**src/hw/rtl/scl_pkg.sv**
```systemverilog
// Shared types and constants for the shell command lexer.
// Holds the token kind codes, character codes and the request entry types.
// No dependencies.
package scl_pkg;

   localparam logic [3:0] KIND_NAME_BYTE = 4'd0;
   localparam logic [3:0] KIND_NAME_END  = 4'd1;
   localparam logic [3:0] KIND_PIPE      = 4'd2;
   localparam logic [3:0] KIND_AMP       = 4'd3;
   localparam logic [3:0] KIND_LT        = 4'd4;
   localparam logic [3:0] KIND_GT        = 4'd5;
   localparam logic [3:0] KIND_APPEND    = 4'd6;
   localparam logic [3:0] KIND_SEMI      = 4'd7;
   localparam logic [3:0] KIND_EOF       = 4'd8;

   localparam logic [7:0] CH_PIPE   = 8'h7C;
   localparam logic [7:0] CH_AMP    = 8'h26;
   localparam logic [7:0] CH_LT     = 8'h3C;
   localparam logic [7:0] CH_GT     = 8'h3E;
   localparam logic [7:0] CH_SEMI   = 8'h3B;
   localparam logic [7:0] CH_DQUOTE = 8'h22;
   localparam logic [7:0] CH_SQUOTE = 8'h27;
   localparam logic [7:0] CH_SPACE  = 8'h20;
   localparam logic [7:0] CH_TAB    = 8'h09;
   localparam logic [7:0] CH_CR     = 8'h0D;

   localparam logic OP_CHAR = 1'b0;
   localparam logic OP_EOL  = 1'b1;

   typedef struct packed {
      logic [3:0] kind;
      logic [7:0] text;
   } tok_type;

   typedef struct packed {
      tok_type tok0;
      tok_type tok1;
      logic    two;
   } entry_type;

endpackage

```
**src/hw/rtl/shell_command_lexer.sv**
```systemverilog
// Top level of the shell command lexer: front end, entry queue and back end.
// Depends on scl_pkg, scl_front, scl_queue and scl_back.
//
//   Channel    Ports                                     Handshake
//   request    req_opcode, req_char_byte                 push / full
//   result     rsp_token_kind, rsp_text_byte,            pop / empty
//              rsp_last_of_run
//
// A request is taken every cycle while the entry queue has room; the front end
// classifies it in that same cycle and queues its one or two tokens.
// The back end delivers one token per cycle while pop is held; a request that makes
// two tokens keeps its second in a pending register until the first is popped.
// A request's first token passes through the entry queue, then the output register.
// Reset is synchronous and clears the lexer mode, the queue and the output and pending valid flags.
module shell_command_lexer #(
   parameter int QUEUE_DEPTH = 4
) (
   input  logic       clock,
   input  logic       reset,
   input  logic       push,
   output logic       full,
   input  logic       req_opcode,
   input  logic [7:0] req_char_byte,
   output logic       empty,
   input  logic       pop,
   output logic [3:0] rsp_token_kind,
   output logic [7:0] rsp_text_byte,
   output logic       rsp_last_of_run
);
   import scl_pkg::*;

   logic      accept;
   logic      wr_en;
   entry_type wr_entry;
   entry_type rd_entry;
   logic      q_rd, q_full, q_empty;

   assign full = q_full;
   assign accept = push && !q_full;

   scl_front u_front (
      .clock     (clock),
      .reset     (reset),
      .accept    (accept),
      .eol       (req_opcode == OP_EOL),
      .char_byte (req_char_byte),
      .wr_en     (wr_en),
      .wr_entry  (wr_entry)
   );

   scl_queue #(
      .DEPTH (QUEUE_DEPTH)
   ) u_queue (
      .clock    (clock),
      .reset    (reset),
      .wr_en    (wr_en),
      .wr_entry (wr_entry),
      .rd_en    (q_rd),
      .rd_entry (rd_entry),
      .full     (q_full),
      .empty    (q_empty)
   );

   scl_back u_back (
      .clock       (clock),
      .reset       (reset),
      .q_empty     (q_empty),
      .q_entry     (rd_entry),
      .q_rd        (q_rd),
      .pop         (pop),
      .empty       (empty),
      .token_kind  (rsp_token_kind),
      .text_byte   (rsp_text_byte),
      .last_of_run (rsp_last_of_run)
   );

`ifndef SYNTHESIS
   a_text_zero: assert property (@(posedge clock) disable iff (reset)
      (!empty && rsp_token_kind != KIND_NAME_BYTE) |-> rsp_text_byte == 8'd0)
      else $error("text byte not zero on a non-name token");

   a_eof_last: assert property (@(posedge clock) disable iff (reset)
      (!empty && rsp_token_kind == KIND_EOF) |-> rsp_last_of_run)
      else $error("end-of-file token not marked last");

   a_eol_queued: assert property (@(posedge clock) disable iff (reset)
      (accept && req_opcode == OP_EOL) |=> (!q_empty || !empty))
      else $error("end-of-line request produced no pending token");

   a_queue_flags: assert property (@(posedge clock) disable iff (reset)
      !(q_full && q_empty))
      else $error("queue full and empty at once");
`endif

endmodule

```
**src/hw/rtl/scl_front.sv**
```systemverilog
// Front end of the shell command lexer: accepts requests, tracks the lexer mode
// and turns each request into at most one entry of one or two tokens.
// Depends on scl_pkg.
module scl_front (
   input  logic              clock,
   input  logic              reset,
   input  logic              accept,
   input  logic              eol,
   input  logic [7:0]        char_byte,
   output logic              wr_en,
   output scl_pkg::entry_type wr_entry
);
   import scl_pkg::*;

   localparam logic [1:0] MODE_IDLE  = 2'd0;
   localparam logic [1:0] MODE_NAME  = 2'd1;
   localparam logic [1:0] MODE_QUOTE = 2'd2;
   localparam logic [1:0] MODE_GT    = 2'd3;

   typedef struct packed {
      logic [1:0] mode;
      logic       set_quote;
      logic       quote_single;
      logic       emit;
      tok_type    tok;
   } idle_res_type;

   function automatic logic is_blank(input logic [7:0] b);
      is_blank = (b >= CH_TAB && b <= CH_CR) || b == CH_SPACE;
   endfunction

   function automatic logic [3:0] op_kind(input logic [7:0] b);
      unique case (b)
         CH_PIPE: op_kind = KIND_PIPE;
         CH_AMP:  op_kind = KIND_AMP;
         CH_LT:   op_kind = KIND_LT;
         CH_GT:   op_kind = KIND_GT;
         CH_SEMI: op_kind = KIND_SEMI;
         default: op_kind = KIND_NAME_BYTE;
      endcase
   endfunction

   function automatic idle_res_type idle_step(input logic [7:0] b);
      idle_res_type r;
      logic [3:0]   k;
      k = op_kind(b);
      r = '0;
      r.mode = MODE_IDLE;
      if (is_blank(b)) begin
         r.mode = MODE_IDLE;
      end else if (k == KIND_GT) begin
         r.mode = MODE_GT;
      end else if (k != KIND_NAME_BYTE) begin
         r.emit = 1'b1;
         r.tok.kind = k;
      end else if (b == CH_DQUOTE || b == CH_SQUOTE) begin
         r.mode = MODE_QUOTE;
         r.set_quote = 1'b1;
         r.quote_single = (b == CH_SQUOTE);
      end else begin
         r.mode = MODE_NAME;
         r.emit = 1'b1;
         r.tok.kind = KIND_NAME_BYTE;
         r.tok.text = b;
      end
      return r;
   endfunction

   logic [1:0]   mode_ff, mode_in;
   logic         qsingle_ff, qsingle_in;
   idle_res_type idle_r;
   tok_type      t0, t1;
   logic         have_one, have_two;
   logic [7:0]   close_quote;

   always_comb begin
      idle_r = idle_step(char_byte);
      close_quote = qsingle_ff ? CH_SQUOTE : CH_DQUOTE;
      mode_in = mode_ff;
      qsingle_in = qsingle_ff;
      t0 = '0;
      t1 = '0;
      have_one = 1'b0;
      have_two = 1'b0;
      if (eol) begin
         mode_in = MODE_IDLE;
         have_one = 1'b1;
         if (mode_ff == MODE_NAME || mode_ff == MODE_QUOTE) begin
            t0.kind = KIND_NAME_END;
            t1.kind = KIND_EOF;
            have_two = 1'b1;
         end else if (mode_ff == MODE_GT) begin
            t0.kind = KIND_GT;
            t1.kind = KIND_EOF;
            have_two = 1'b1;
         end else begin
            t0.kind = KIND_EOF;
         end
      end else begin
         unique case (mode_ff)
            MODE_IDLE: begin
               mode_in = idle_r.mode;
               if (idle_r.set_quote) begin
                  qsingle_in = idle_r.quote_single;
               end
               have_one = idle_r.emit;
               t0 = idle_r.tok;
            end
            MODE_NAME: begin
               have_one = 1'b1;
               if (is_blank(char_byte) || op_kind(char_byte) != KIND_NAME_BYTE) begin
                  t0.kind = KIND_NAME_END;
                  mode_in = idle_r.mode;
                  have_two = idle_r.emit;
                  t1 = idle_r.tok;
               end else begin
                  t0.kind = KIND_NAME_BYTE;
                  t0.text = char_byte;
               end
            end
            MODE_QUOTE: begin
               have_one = 1'b1;
               if (char_byte == close_quote) begin
                  t0.kind = KIND_NAME_END;
                  mode_in = MODE_IDLE;
               end else begin
                  t0.kind = KIND_NAME_BYTE;
                  t0.text = char_byte;
               end
            end
            MODE_GT: begin
               have_one = 1'b1;
               if (char_byte == CH_GT) begin
                  t0.kind = KIND_APPEND;
                  mode_in = MODE_IDLE;
               end else begin
                  t0.kind = KIND_GT;
                  mode_in = idle_r.mode;
                  if (idle_r.set_quote) begin
                     qsingle_in = idle_r.quote_single;
                  end
                  have_two = idle_r.emit;
                  t1 = idle_r.tok;
               end
            end
            default: begin
               mode_in = MODE_IDLE;
            end
         endcase
      end
      wr_en = accept && have_one;
      wr_entry.tok0 = t0;
      wr_entry.tok1 = t1;
      wr_entry.two = have_two;
   end

   always_ff @(posedge clock) begin
      if (reset) begin
         mode_ff <= MODE_IDLE;
         qsingle_ff <= 1'b0;
      end else if (accept) begin
         mode_ff <= mode_in;
         qsingle_ff <= qsingle_in;
      end
   end

endmodule

```
**src/hw/rtl/scl_queue.sv**
```systemverilog
// Short queue of token entries between the front and back ends.
// Depends on scl_pkg.
module scl_queue #(
   parameter int DEPTH = 4
) (
   input  logic               clock,
   input  logic               reset,
   input  logic               wr_en,
   input  scl_pkg::entry_type wr_entry,
   input  logic               rd_en,
   output scl_pkg::entry_type rd_entry,
   output logic               full,
   output logic               empty
);
   import scl_pkg::*;

   localparam int PW = (DEPTH > 1) ? $clog2(DEPTH) : 1;
   localparam int CW = $clog2(DEPTH + 1);
   localparam logic [PW-1:0] LAST_PTR = PW'(DEPTH - 1);
   localparam logic [CW-1:0] FULL_CNT = CW'(DEPTH);

   entry_type       mem [DEPTH];
   logic [PW-1:0]   wptr_ff, wptr_in, rptr_ff, rptr_in;
   logic [CW-1:0]   count_ff, count_in;
   logic            do_wr, do_rd;

   assign full  = (count_ff == FULL_CNT);
   assign empty = (count_ff == '0);
   assign do_wr = wr_en && !full;
   assign do_rd = rd_en && !empty;
   assign rd_entry = mem[rptr_ff];

   always_comb begin
      wptr_in = wptr_ff;
      rptr_in = rptr_ff;
      count_in = count_ff;
      if (do_wr) begin
         wptr_in = (wptr_ff == LAST_PTR) ? '0 : wptr_ff + 1'b1;
      end
      if (do_rd) begin
         rptr_in = (rptr_ff == LAST_PTR) ? '0 : rptr_ff + 1'b1;
      end
      if (do_wr && !do_rd) begin
         count_in = count_ff + 1'b1;
      end else if (do_rd && !do_wr) begin
         count_in = count_ff - 1'b1;
      end
   end

   always_ff @(posedge clock) begin
      if (do_wr) begin
         mem[wptr_ff] <= wr_entry;
      end
   end

   always_ff @(posedge clock) begin
      if (reset) begin
         wptr_ff <= '0;
         rptr_ff <= '0;
         count_ff <= '0;
      end else begin
         wptr_ff <= wptr_in;
         rptr_ff <= rptr_in;
         count_ff <= count_in;
      end
   end

endmodule

```
**src/hw/rtl/scl_back.sv**
```systemverilog
// Back end of the shell command lexer: splits queued entries into single
// tokens and holds the oldest one in an output register until it is popped.
// Depends on scl_pkg.
module scl_back (
   input  logic               clock,
   input  logic               reset,
   input  logic               q_empty,
   input  scl_pkg::entry_type q_entry,
   output logic               q_rd,
   input  logic               pop,
   output logic               empty,
   output logic [3:0]         token_kind,
   output logic [7:0]         text_byte,
   output logic               last_of_run
);
   import scl_pkg::*;

   logic    slot_valid_ff, slot_valid_in;
   tok_type slot_ff, slot_in;
   logic    slot_last_ff, slot_last_in;
   logic    pend_valid_ff, pend_valid_in;
   tok_type pend_ff, pend_in;
   logic    take;

   assign take = !slot_valid_ff || pop;

   always_comb begin
      slot_valid_in = slot_valid_ff;
      slot_in = slot_ff;
      slot_last_in = slot_last_ff;
      pend_valid_in = pend_valid_ff;
      pend_in = pend_ff;
      q_rd = 1'b0;
      if (take) begin
         if (pend_valid_ff) begin
            slot_valid_in = 1'b1;
            slot_in = pend_ff;
            slot_last_in = 1'b1;
            pend_valid_in = 1'b0;
         end else if (!q_empty) begin
            q_rd = 1'b1;
            slot_valid_in = 1'b1;
            slot_in = q_entry.tok0;
            slot_last_in = !q_entry.two;
            pend_valid_in = q_entry.two;
            pend_in = q_entry.tok1;
         end else begin
            slot_valid_in = 1'b0;
         end
      end
   end

   always_ff @(posedge clock) begin
      if (reset) begin
         slot_valid_ff <= 1'b0;
         pend_valid_ff <= 1'b0;
      end else begin
         slot_valid_ff <= slot_valid_in;
         pend_valid_ff <= pend_valid_in;
      end
   end

   always_ff @(posedge clock) begin
      slot_ff <= slot_in;
      slot_last_ff <= slot_last_in;
      pend_ff <= pend_in;
   end

   assign empty = !slot_valid_ff;
   assign token_kind = slot_ff.kind;
   assign text_byte = slot_ff.text;
   assign last_of_run = slot_last_ff;

endmodule

```
**config.mk**
```make
export PLATFORM = sky130hd
export DESIGN_NAME = shell_command_lexer
export DESIGN_NICKNAME = d
export VERILOG_FILES = /design/src/hw/rtl/scl_pkg.sv /design/src/hw/rtl/shell_command_lexer.sv /design/src/hw/rtl/scl_front.sv /design/src/hw/rtl/scl_queue.sv /design/src/hw/rtl/scl_back.sv
export SDC_FILE = /design/constraint.sdc
export NUM_CORES = 1
export LEC_CHECK = 0
export ABC_AREA = 1
export BUFFER_PORTS_ARGS = -buffer_cell sky130_fd_sc_hd__buf_2
export CAP_MARGIN = 10
export CORE_AREA = 10 10 116 118
export DETAILED_ROUTE_END_ITERATION = 8
export DIE_AREA = 0 0 126 128
export GPL_TIMING_DRIVEN = 1
export HOLD_SLACK_MARGIN = 0.05
export PLACE_DENSITY_LB_ADDON = 0.05
export REMOVE_ABC_BUFFERS = 1
export SLEW_MARGIN = 20
export SYNTH_ARGS = -nofsm -noshare
export SYNTH_HDL_FRONTEND = slang
export SYNTH_SLANG_ARGS = --single-unit
```
**constraint.sdc**
```tcl
create_clock -name clock -period 4.8 [get_ports clock]
set_clock_uncertainty 0.1 [all_clocks]
set_input_delay 0.96 -clock clock [delete_from_list [all_inputs] [get_ports clock]]
set_output_delay 0.96 -clock clock [all_outputs]
set_load 0.01 [all_outputs]
```
# After elaboration in Yosys (flattened, before gate mapping)
# Memories as Yosys holds them, arrays and structs flattened. A register that Yosys moved wholly into a read port is not among the register bits.
# Index checks and enable logic that the tools add are counted.
[classes]
add_sub_neg = 4
multipliers = 0
div = 0
order_cmp = 2
eq_ne = 20
n_shift = 0
mux = 65
bitwise = 3
reduce_logical = 29
[op_table]
columns = ["operator", "count"]
rows = [
  ["8-bit by 6-bit equality test with 1-bit output, second input constant", 7],
  ["12-bit two-way mux", 4],
  ["8-bit two-way mux", 5],
  ["4-bit two-way mux", 9],
  ["15-bit two-way mux", 2],
  ["2-bit two-way mux", 13],
  ["12-bit one-hot mux with 2 select lines", 1],
  ["8-bit one-hot mux with 3 select lines", 1],
  ["1-bit two-way mux", 19],
  ["4-bit one-hot mux with 4 select lines", 1],
  ["3-bit one-hot mux with 5 select lines", 1],
  ["13-bit two-way mux", 1],
  ["3-bit two-way mux", 3],
  ["2-bit equality test, second input constant", 4],
  ["8-bit by 7-bit equality test with 1-bit output, second input constant", 1],
  ["8-bit equality test", 1],
  ["8-bit by 4-bit >= comparator with 1-bit output, second input constant", 1],
  ["8-bit by 4-bit less-or-equal comparator with 1-bit output, second input constant", 1],
  ["2-bit one-hot mux with 4 select lines", 1],
  ["4-bit nonzero test", 2],
  ["1-bit logical AND", 7],
  ["3-bit equality test, second input constant", 2],
  ["1-bit zero test", 6],
  ["3-bit != test, second input constant", 2],
  ["other kinds (16)", 28],
]
[word_totals]
regBits = 37
latch_bits = 0
ramBits = 100
rom_bits = 0
output_inout_bits = 15
word_cells = 136
mem_count = 1
[mem_list]
columns = ["memory", "depth", "word_bits", "rd", "rd_clocked_by_memory_dff", "write_ports", "line", "text"]
rows = [
  ["u_queue.mem", 4, 25, 1, 1, 1, "scl_queue.sv:22", "entry_type mem [DEPTH];"],
]

# Logic depth before layout (Yosys ltp)
# Gate-level depths: netlist (run 1).
[depth]
depth_word = 14
depth_mapped = 17
mapped_depth_nobuf = 17

# By module
# A second synthesis (run 1) with hierarchy kept.
[hier_totals]
hier_cells = 597
hier_area_um2 = 6426.2
[by_module_without_submodules]
columns = ["mod", "instances", "cells_per_inst", "area_per_inst_um2"]
rows = [
  ["scl_queue", 1, 313, 4311.6],
  ["scl_front", 1, 201, 1074.8],
  ["scl_back", 1, 81, 1029.7],
  ["shell_command_lexer", 1, 2, 10.0],
]

# Least setup slack after synthesis (run 1)
# OpenSTA, ideal clock, no wires.
[synth_path]
path_kind = "input port to flip-flop"
start = "in pop"
end = "reg u_queue.count_ff[1]"
t_arrival_ns = 3.193
path_slack_ns = 1.387
cell_stages = 8
n_path_buf = 0
cell_sequence = "nor2_1 > nor3_1 > inv_1 > ha_1 > inv_1 > fa_1 > o21ai_0 > a21oi_1"
[synth_via]
elab_chain_len = 6
elab_cells_between_ends = 8
classes_between = "2 x mux; 6 x reduce/logical"
[synth_lines]
columns = ["item", "line", "text"]
rows = [
  ["start, declared", "shell_command_lexer.sv:25", "input logic pop,"],
  ["1-bit logical OR", "scl_back.sv:25", "assign take = !slot_valid_ff || pop;"],
  ["1-bit two-way mux", "scl_back.sv:34", "if (take) begin"],
  ["1-bit logical AND", "scl_queue.sv:30", "assign do_rd = rd_en && !empty;"],
  ["1-bit zero test", "scl_queue.sv:43", "if (do_wr && !do_rd) begin"],
  ["1-bit logical AND", "scl_queue.sv:43", ""],
  ["3-bit two-way mux", "scl_queue.sv:43", ""],
  ["net u_queue.count_in[1]", "scl_queue.sv:24", "logic [CW-1:0] count_ff, count_in;"],
  ["end signal, assigned", "scl_queue.sv:64", "count_ff <= count_in;"],
  ["end, declared", "scl_queue.sv:24", ""],
]
# The timed path passes the listed nets, and every way through them passes these cells.
# A chain may end at the register's enable or synchronous reset.

# Worst setup path in the final report (run 1)
[layout_path]
start = "in req_char_byte[1]"
end = "reg u_queue.count_ff[2]"
[layout_via]
elab_chain_len = 13
elab_cells_between_ends = 29
classes_between = "2 x order compare; 9 x eq/ne; 8 x mux; 10 x reduce/logical"
[layout_lines]
columns = ["item", "line", "text"]
rows = [
  ["start, declared", "shell_command_lexer.sv:23", "input logic [7:0] req_char_byte,"],
  ["8-bit by 6-bit equality test with 1-bit output, or another cell as far along", "scl_front.sv:33", "unique case (b)"],
  ["3-bit one-hot mux with 5 select lines or 1-bit logical OR (tied branches)", "scl_front.sv:33, scl_front.sv:56", ""],
  ["4-bit nonzero test or 13-bit two-way mux (tied branches)", "scl_front.sv:53, scl_front.sv:56", ""],
  ["5-bit two-way mux", "scl_front.sv:53", "end else if (k != KIND_NAME_BYTE) begin"],
  ["15-bit two-way mux", "scl_front.sv:51", "end else if (k == KIND_GT) begin"],
  ["15-bit two-way mux (*)", "scl_front.sv:49", "if (is_blank(b)) begin"],
  ["1-bit one-hot mux with 2 select lines (*)", "scl_front.sv:100", "unique case (mode_ff)"],
  ["1-bit two-way mux (*)", "scl_front.sv:85", "if (eol) begin"],
  ["1-bit logical AND (*)", "scl_front.sv:151", "wr_en = accept && have_one;"],
  ["1-bit logical AND (*)", "scl_queue.sv:29", "assign do_wr = wr_en && !full;"],
  ["net u_queue.do_wr", "scl_queue.sv:25", "logic do_wr, do_rd;"],
  ["1-bit zero test", "scl_queue.sv:45", "end else if (do_rd && !do_wr) begin"],
  ["1-bit logical AND", "scl_queue.sv:45", ""],
  ["2-bit nonzero test (no line)", "n/a", ""],
]
# Mark *: on every way through the listed nets, which the timed path passes. The rest lies on a longest branch.

==> qor.txt, run 1 <==
cell internal power dissipation - 0.002867 W
most frequent cells in the layout - sky130_fd_sc_hd__nor2_1 (128), sky130_fd_sc_hd__edfxtp_1 (125), sky130_fd_sc_hd__o21ai_0 (62), sky130_fd_sc_hd__nand2_1 (61), sky130_fd_sc_hd__inv_1 (44)
Core Util, Final - 63.33%
number of gates given a new drive strength after cts - 0
Clk pwr share - 32.3%
maximum frequency from static timing analysis - 318.1 MHz
Net Sw Frac - 31.84%
IO buf count - 27
GRT Util Overall - 17.47%
detailed-routing iteration count for the pre-antenna-repair pass - 4
area of the core - 11,220 µm²
power per standard cell area - 591.7 nW/µm²
part of the total power dissipated in sequential elements - 41.5%
die area - 16,130 µm²
number of setup buffers added after CTS - 0
status - complete, no violations
Max Fanout on Critical Path - 13
max-slew violation count - 0
pin count of the biggest net entering global routing - 52
layout cells sized above 1 - 15.42%
Slew headroom - 36.83%
number of nets in the layout - 628
die width - 126 µm
DP Worst Slack - 1.262 ns
number of antenna repair diodes - 0
number of flip-flops and latches in the synthesized netlist - 139
Worst Max-Slew Pin Slew - 0.9465 ns
final routed wire length divided by cell count - 18.21 µm
Worst setup SP type - input pin
data arrival time of the worst path - 3.34 ns
number of distinct library cells after synthesis - 36
period utilization - 65.49%
Filler Cells Inserted - 894
post-synthesis instance area - 6187 µm²
CTS H-tree depth - 4
NetSw - 0.001339 W
top_reg_cell synth - sky130_fd_sc_hd__edfxtp_1
Yosys warning total - 0
CTS tree - built
maximum resistive drop on vdd - 422.5 µV
ys async rst share - 0%
number of DRC violations after detailed-routing iteration 0 - 378
timing startpoint of the critical path - req_char_byte[1]
number of standard cells after synthesis - 574
cts bufs inserted - 17
final hold violation count - 0
half-perimeter wire length after placement - 8.505 mm
classification of the worst setup path - in -> reg
global route overflow - 0
shortest clock period the worst path allows after layout - 3.144 ns
syn_area_per_cell - 10.78 µm²
final weighted congestion in routability-driven placement - 0.8195
clk buf depth - 2
most common cell after layout, fill and taps aside - sky130_fd_sc_hd__nor2_1
Clock Pin Slew Worst Setup and Hold Paths - 0.06 ns
via-per-instance ratio - 5.581
Critical Path End Type - flop
Initial Util - 55.13%
leakage dissipation - 2.811 nW
launch instance of the worst min-delay path - u_queue.count_ff[2]$_SDFFE_PP0P_
die span in y - 128 µm
total number of placement rows - 39
ANT nets after route - 0
Critical Path RT - 5.00 ns
cell at the root of the clock tree - sky130_fd_sc_hd__clkbuf_16
number of enable flip-flop cells after synthesis - 125
number of global-route vias before repair - 4,081
post-synthesis sequential area ratio - 65.20%
fin cells - 759
combinational share of power - 26.2%
initial antenna violation count - 0
origin of the critical flop-to-flop path - u_front.mode_ff[0]$_SDFFE_PP0P_
placed cells - 727
slack of the critical path - 1.656 ns
number of hold buffers added after cts - 0
setup_tns - 0 ns
RSZ-0062 raised after global routing - no
number of endpoints failing setup at the final stage - 0
I/O pin count - 28
max_cap viols - 0
wire length of the first global-routing pass - 21.98 mm
worst skew pair latency - 0.41 ns
hold slack final - 0.3859 ns
number of vias in the routed layout - 4,236
P&R area growth vs syn - 14.88%
post-detailed-routing wire length - 13.82 mm
number of design rule violations left after detail routing - 0
Num Clock Sinks - 139
class of the worst hold path - reg -> reg
[metal layers]
metal	global-route usage, %	wire length (µm)
met1	22.65	6348
met2	27.85	6654
met3	4.673	626
met4	5.961	190
met5	0	0
[registers in the layout (all words and copies together), names as in the netlist, 2 cells and up, named ones only]
signal,flops
u_queue.mem,100
u_back.pend_ff,12
u_back.text_byte,8
u_back.token_kind,4
u_queue.count_ff,3
u_front.mode_ff,2
u_queue.rptr_ff,2
u_queue.wptr_ff,2
[final cells by class]
cell class,count,area (µm²),area share (%)
clock buffers,25,591.8,8.326
clock inverters,7,56.30,0.7921
inverters,46,172.7,2.429
multi-input cells,364,1879,26.44
flip-flops and latches,139,4034,56.75
well taps,143,178.9,2.517
repair buffers,35,195.2,2.746
[worst max-delay path, cell delays in order]
cell	delay, ns
sky130_fd_sc_hd__buf_2	0.17
sky130_fd_sc_hd__nor2_1	0.18
sky130_fd_sc_hd__nand2_1	0.07
sky130_fd_sc_hd__nand2_1	0.06
sky130_fd_sc_hd__nor2_1	0.08
sky130_fd_sc_hd__nor2_4	0.30
sky130_fd_sc_hd__nand2_1	0.14
sky130_fd_sc_hd__nand2_2	0.10
sky130_fd_sc_hd__nand2_4	0.08
sky130_fd_sc_hd__inv_1	0.10
sky130_fd_sc_hd__ha_1	0.14
sky130_fd_sc_hd__inv_1	0.07
sky130_fd_sc_hd__fa_1	0.44
sky130_fd_sc_hd__a21oi_1	0.14
sky130_fd_sc_hd__o21ai_0	0.11
sky130_fd_sc_hd__o21ai_0	0.16
sky130_fd_sc_hd__a21oi_1	0.05
[per-stage QoR]
stage | power, W | area [µm²]
5_1_grt | 0.004449 | 7108
3_5_place_dp | 0.002874 | 6460
4_1_cts | 0.004228 | 7108
3_3_place_gp | 0.002851 | 6460
6_report | 0.004206 | 7108
2_1_floorplan | 0.002459 | 6071
[path summary, 6_finish.rpt]
| check | to | depth (start not counted) | slack [ns] |
|---|---|---|---|
| max | u_queue.count_ff[2]$_SDFFE_PP0P_ | 17 | 1.66 |
| min | u_queue.count_ff[2]$_SDFFE_PP0P_ | 2 | 0.39 |
| max reg2reg | u_queue.count_ff[2]$_SDFFE_PP0P_ | 14 | 2.23 |
| min reg2reg | u_queue.count_ff[2]$_SDFFE_PP0P_ | 2 | 0.39 |
[kinds of logic after synthesis]
logic type                 count (synthesis)  share of synthesized area (%)
AOI/OAI and AO/OA                        103                          9.242
adders and majority gates                 12                          2.548
buffers and inverters                     71                          4.671
DFF                                      139                          65.20
and+or+nand+nor                          249                          18.34
[cell usage after synthesis, types with 2 or more instances]
| library cell | number | area (µm²) |
|---|---|---|
| sky130_fd_sc_hd__nor2_1 | 132 | 495.5 |
| sky130_fd_sc_hd__edfxtp_1 | 125 | 3754 |
| sky130_fd_sc_hd__o21ai_0 | 62 | 310.3 |
| sky130_fd_sc_hd__nand2_1 | 61 | 229.0 |
| sky130_fd_sc_hd__inv_1 | 44 | 165.2 |
| sky130_fd_sc_hd__clkbuf_1 | 20 | 75.07 |
| sky130_fd_sc_hd__nand3_1 | 19 | 95.09 |
| sky130_fd_sc_hd__dfxtp_1 | 14 | 280.3 |
| sky130_fd_sc_hd__o22ai_1 | 14 | 87.58 |
| sky130_fd_sc_hd__a31oi_1 | 13 | 81.33 |
| sky130_fd_sc_hd__ha_1 | 11 | 137.6 |
| sky130_fd_sc_hd__a21oi_1 | 10 | 50.05 |
| sky130_fd_sc_hd__nand4_1 | 10 | 62.56 |
| sky130_fd_sc_hd__nand2_2 | 5 | 31.28 |
| sky130_fd_sc_hd__nand2_4 | 4 | 45.04 |
| sky130_fd_sc_hd__nor2_4 | 4 | 45.04 |
| sky130_fd_sc_hd__nor3_1 | 4 | 20.02 |
| sky130_fd_sc_hd__buf_4 | 2 | 15.01 |
| sky130_fd_sc_hd__buf_6 | 2 | 22.52 |
| sky130_fd_sc_hd__nand3_2 | 2 | 20.02 |
[power by group through the flow]
stage	registers [W]	clock network (W)	logic, W
detailed placement	0.00177	0	0.00111
CTS	0.00175	0.00137	0.00111
floorplan	0.00184	0	0.000622
finish	0.00175	0.00136	0.00110
global placement	0.00176	0	0.00109
global route	0.00177	0.00144	0.00125
No activity file was read; power rests on OpenSTA's default activity.
==> run 2: changes to the inputs <==
==> constraint.sdc (replaced) <==
create_clock -name clock -period 3.3 [get_ports clock]
set_clock_uncertainty 0.1 [all_clocks]
set_input_delay 0.66 -clock clock [delete_from_list [all_inputs] [get_ports clock]]
set_output_delay 0.66 -clock clock [all_outputs]
set_load 0.01 [all_outputs]
==> run 2 against run 1 <==
Net effect: first-iteration DRC count decreased by 5.8%; sequential share of layout area increased by 0.32 points; via count about the same; final area decreased by 0.56%; worst hold slack improved by 0.00066 ns; clock power increased by 32%; sequential cell count unchanged; utilization decreased by 0.36 points; clock-buffer cell count decreased by 6.
==> qor.txt, run 2 (synthesis results as in run 1) <==
cell internal power dissipation - 0.004028 W (+40%)
detailed-routing iteration count for the pre-antenna-repair pass - 5 (+1)
number of gates given a new drive strength after cts - 0 (unchanged)
worst skew pair latency - 0.41 ns (about the same)
initial antenna violation count - 0 (unchanged)
part of the total power dissipated in sequential elements - 42.3% (+0.8 points)
number of vias in the routed layout - 4,235 (-0.024%)
IO buf count - 27 (unchanged)
Clk pwr share - 30.1% (-2.2 points)
final routed wire length divided by cell count - 18.82 µm (+3.3%)
half-perimeter wire length after placement - 8.986 mm (+5.7%)
die span in y - 128 µm (unchanged)
number of nets in the layout - 633 (+0.80%)
flip-flop count of the largest register, all copies and words added - 100 (unchanged)
CTS H-tree depth - 4 (unchanged)
final hold violation count - 0 (unchanged)
leakage dissipation - 2.784 nW (-0.97%)
layout cells sized above 1 - 15.48% (+0.062 points)
DP Worst Slack - 0.2579 ns (-1.004 ns)
NetSw - 0.001955 W (+46%)
Max Fanout on Critical Path - 8 (-5)
final design instance area without fill - 7068 µm² (-0.56%)
cell at the root of the clock tree - sky130_fd_sc_hd__clkbuf_16
area of the core - 11,220 µm² (unchanged)
max-slew violation count - 0 (unchanged)
most common cell after layout, fill and taps aside - sky130_fd_sc_hd__nor2_1
die width - 126 µm (unchanged)
hold slack final - 0.3866 ns (+0.0006590 ns)
I/O pin count - 28 (unchanged)
Initial Util - 55.13% (unchanged)
Biggest register - u_queue.mem
setup_tns - 0 ns (unchanged)
classification of the worst setup path - in -> reg
P&R area growth vs syn - 14.24%
pin count of the biggest net entering global routing - 51 (-1.9%)
GRT Util Overall - 18.10% (+0.62 points)
CTS tree - built
Critical Path RT - 3.50 ns (-1.50 ns)
Critical Path End Type - flop
shortest clock period the worst path allows after layout - 2.611 ns
cts bufs inserted - 17 (unchanged)
number of DRC violations after detailed-routing iteration 0 - 356 (-5.8%)
Clock Pin Slew Worst Setup and Hold Paths - 0.06 ns (about the same)
number of hold buffers added after cts - 0 (unchanged)
total number of placement rows - 39 (unchanged)
RSZ-0062 raised after global routing - no
wire length of the first global-routing pass - 22.52 mm (+2.5%)
number of design rule violations left after detail routing - 0 (unchanged)
via-per-instance ratio - 5.550 (-0.55%)
Num Clock Sinks - 139 (unchanged)
slack of the critical path - 0.6895 ns (-0.9668 ns)
max_cap viols - 0 (unchanged)
number of endpoints failing setup at the final stage - 0 (unchanged)
maximum resistive drop on vdd - 808.0 µV (+91%)
Worst setup SP type - input pin
power per standard cell area - 846.6 nW/µm² (+43%)
data arrival time of the worst path - 2.81 ns (-0.53 ns)
die area - 16,130 µm² (unchanged)
period utilization - 79.11%
most frequent cells in the layout - sky130_fd_sc_hd__nor2_1 (128), sky130_fd_sc_hd__edfxtp_1 (125), sky130_fd_sc_hd__o21ai_0 (62), sky130_fd_sc_hd__nand2_1 (61), sky130_fd_sc_hd__inv_1 (44)
final weighted congestion in routability-driven placement - 0.9258 (+13%)
Net Sw Frac - 32.68% (+0.84 points)
post-detailed-routing wire length - 14.36 mm (+3.9%)
maximum frequency from static timing analysis - 383.1 MHz
class of the worst hold path - in -> reg
Worst Max-Slew Pin Slew - 1.083 ns (+0.1366 ns)
total cell area at the placement stage - 6510 µm² (+0.77%)
clk buf depth - 2 (unchanged)
number of antenna repair diodes - 0 (unchanged)
ANT nets after route - 0 (unchanged)
number of global-route vias before repair - 4,055 (-0.64%)
status - complete, no violations
combinational share of power - 27.6% (+1.4 points)
Slew headroom - 27.72% (-9.1 points)
global route overflow - 0 (unchanged)
number of setup buffers added after CTS - 0 (unchanged)
==> run 2: cell types whose count changed in the layout (fill, tap and decap cells not counted), sizes merged <==
cell	delta
clkinv	+5
clkbuf	-6
bufinv	+2
inv	-4
buf	+5
clkinvlp	+2
==> run 2: layout make-up <==
| type | instances | area, µm² |
|---|---|---|
| fillers | 891 | 4155 |
| flip-flops and latches | 139 | 4034 |
| multi-input cells | 364 | 1879 |
| clock buffers | 19 | 432.9 |
| repair buffers | 40 | 245.2 |
| well taps | 143 | 178.9 |
| inverters | 46 | 172.7 |
| clock inverters | 12 | 125.1 |
==> run 2: routing by layer <==
layer / up-vias / GRT usage (%) / part of all wire [%]
li1: 2061 / - / -
met1: 2023 / 23.24 / 45
met2: 127 / 28.34 / 47
met3: 24 / 5.128 / 5.9
met4: 0 / 7.368 / 2.1
met5: - / 0 / 0
==> run 2: through the flow <==
| step | utilization, % | std cells | total power, W |
|---|---|---|---|
| global placement | 58.00 | 732 | 0.004192 |
| floorplan | - | 549 | 0.003577 |
| CTS | 62.98 | 763 | 0.006025 |
| detailed placement | 58.00 | 732 | 0.004237 |
| finish | 62.98 | 763 | 0.005984 |
| global route | 62.98 | 763 | 0.006324 |
==> run 2: worst paths after layout <==
kind,cells after the start,slack (ns),startpoint,to
hold / removal,2,0.39,reset,u_front.qsingle_ff$_SDFFE_PP0P_
setup / recovery,18,0.69,req_char_byte[0],u_queue.count_ff[2]$_SDFFE_PP0P_
hold reg to reg,2,0.40,u_queue.count_ff[2]$_SDFFE_PP0P_,u_queue.count_ff[2]$_SDFFE_PP0P_
setup reg to reg,14,0.73,u_front.mode_ff[0]$_SDFFE_PP0P_,u_queue.count_ff[2]$_SDFFE_PP0P_
==> run 2: power groups by stage <==
stage	clock network, W	registers [W]	logic [W]
final	0.00180	0.00253	0.00165
after global routing	0.00191	0.00256	0.00185
after CTS	0.00182	0.00254	0.00167
after detailed placement	0	0.00257	0.00167
after global placement	0	0.00256	0.00163
after floorplan	0	0.00267	0.000904
==> run 2: critical path: stages <==
cell	delay [ns]
sky130_fd_sc_hd__buf_2	0.17
sky130_fd_sc_hd__inv_2	0.08
sky130_fd_sc_hd__nand2_4	0.08
sky130_fd_sc_hd__nor2_1	0.07
sky130_fd_sc_hd__nand2_4	0.10
sky130_fd_sc_hd__inv_1	0.07
sky130_fd_sc_hd__nor2_2	0.12
sky130_fd_sc_hd__nand2_1	0.10
sky130_fd_sc_hd__nand2_2	0.09
sky130_fd_sc_hd__nand2_4	0.08
sky130_fd_sc_hd__inv_1	0.10
sky130_fd_sc_hd__ha_1	0.13
sky130_fd_sc_hd__inv_1	0.07
sky130_fd_sc_hd__fa_1	0.43
sky130_fd_sc_hd__a21oi_1	0.14
sky130_fd_sc_hd__o21ai_0	0.11
sky130_fd_sc_hd__o21ai_0	0.15
sky130_fd_sc_hd__a21oi_1	0.06
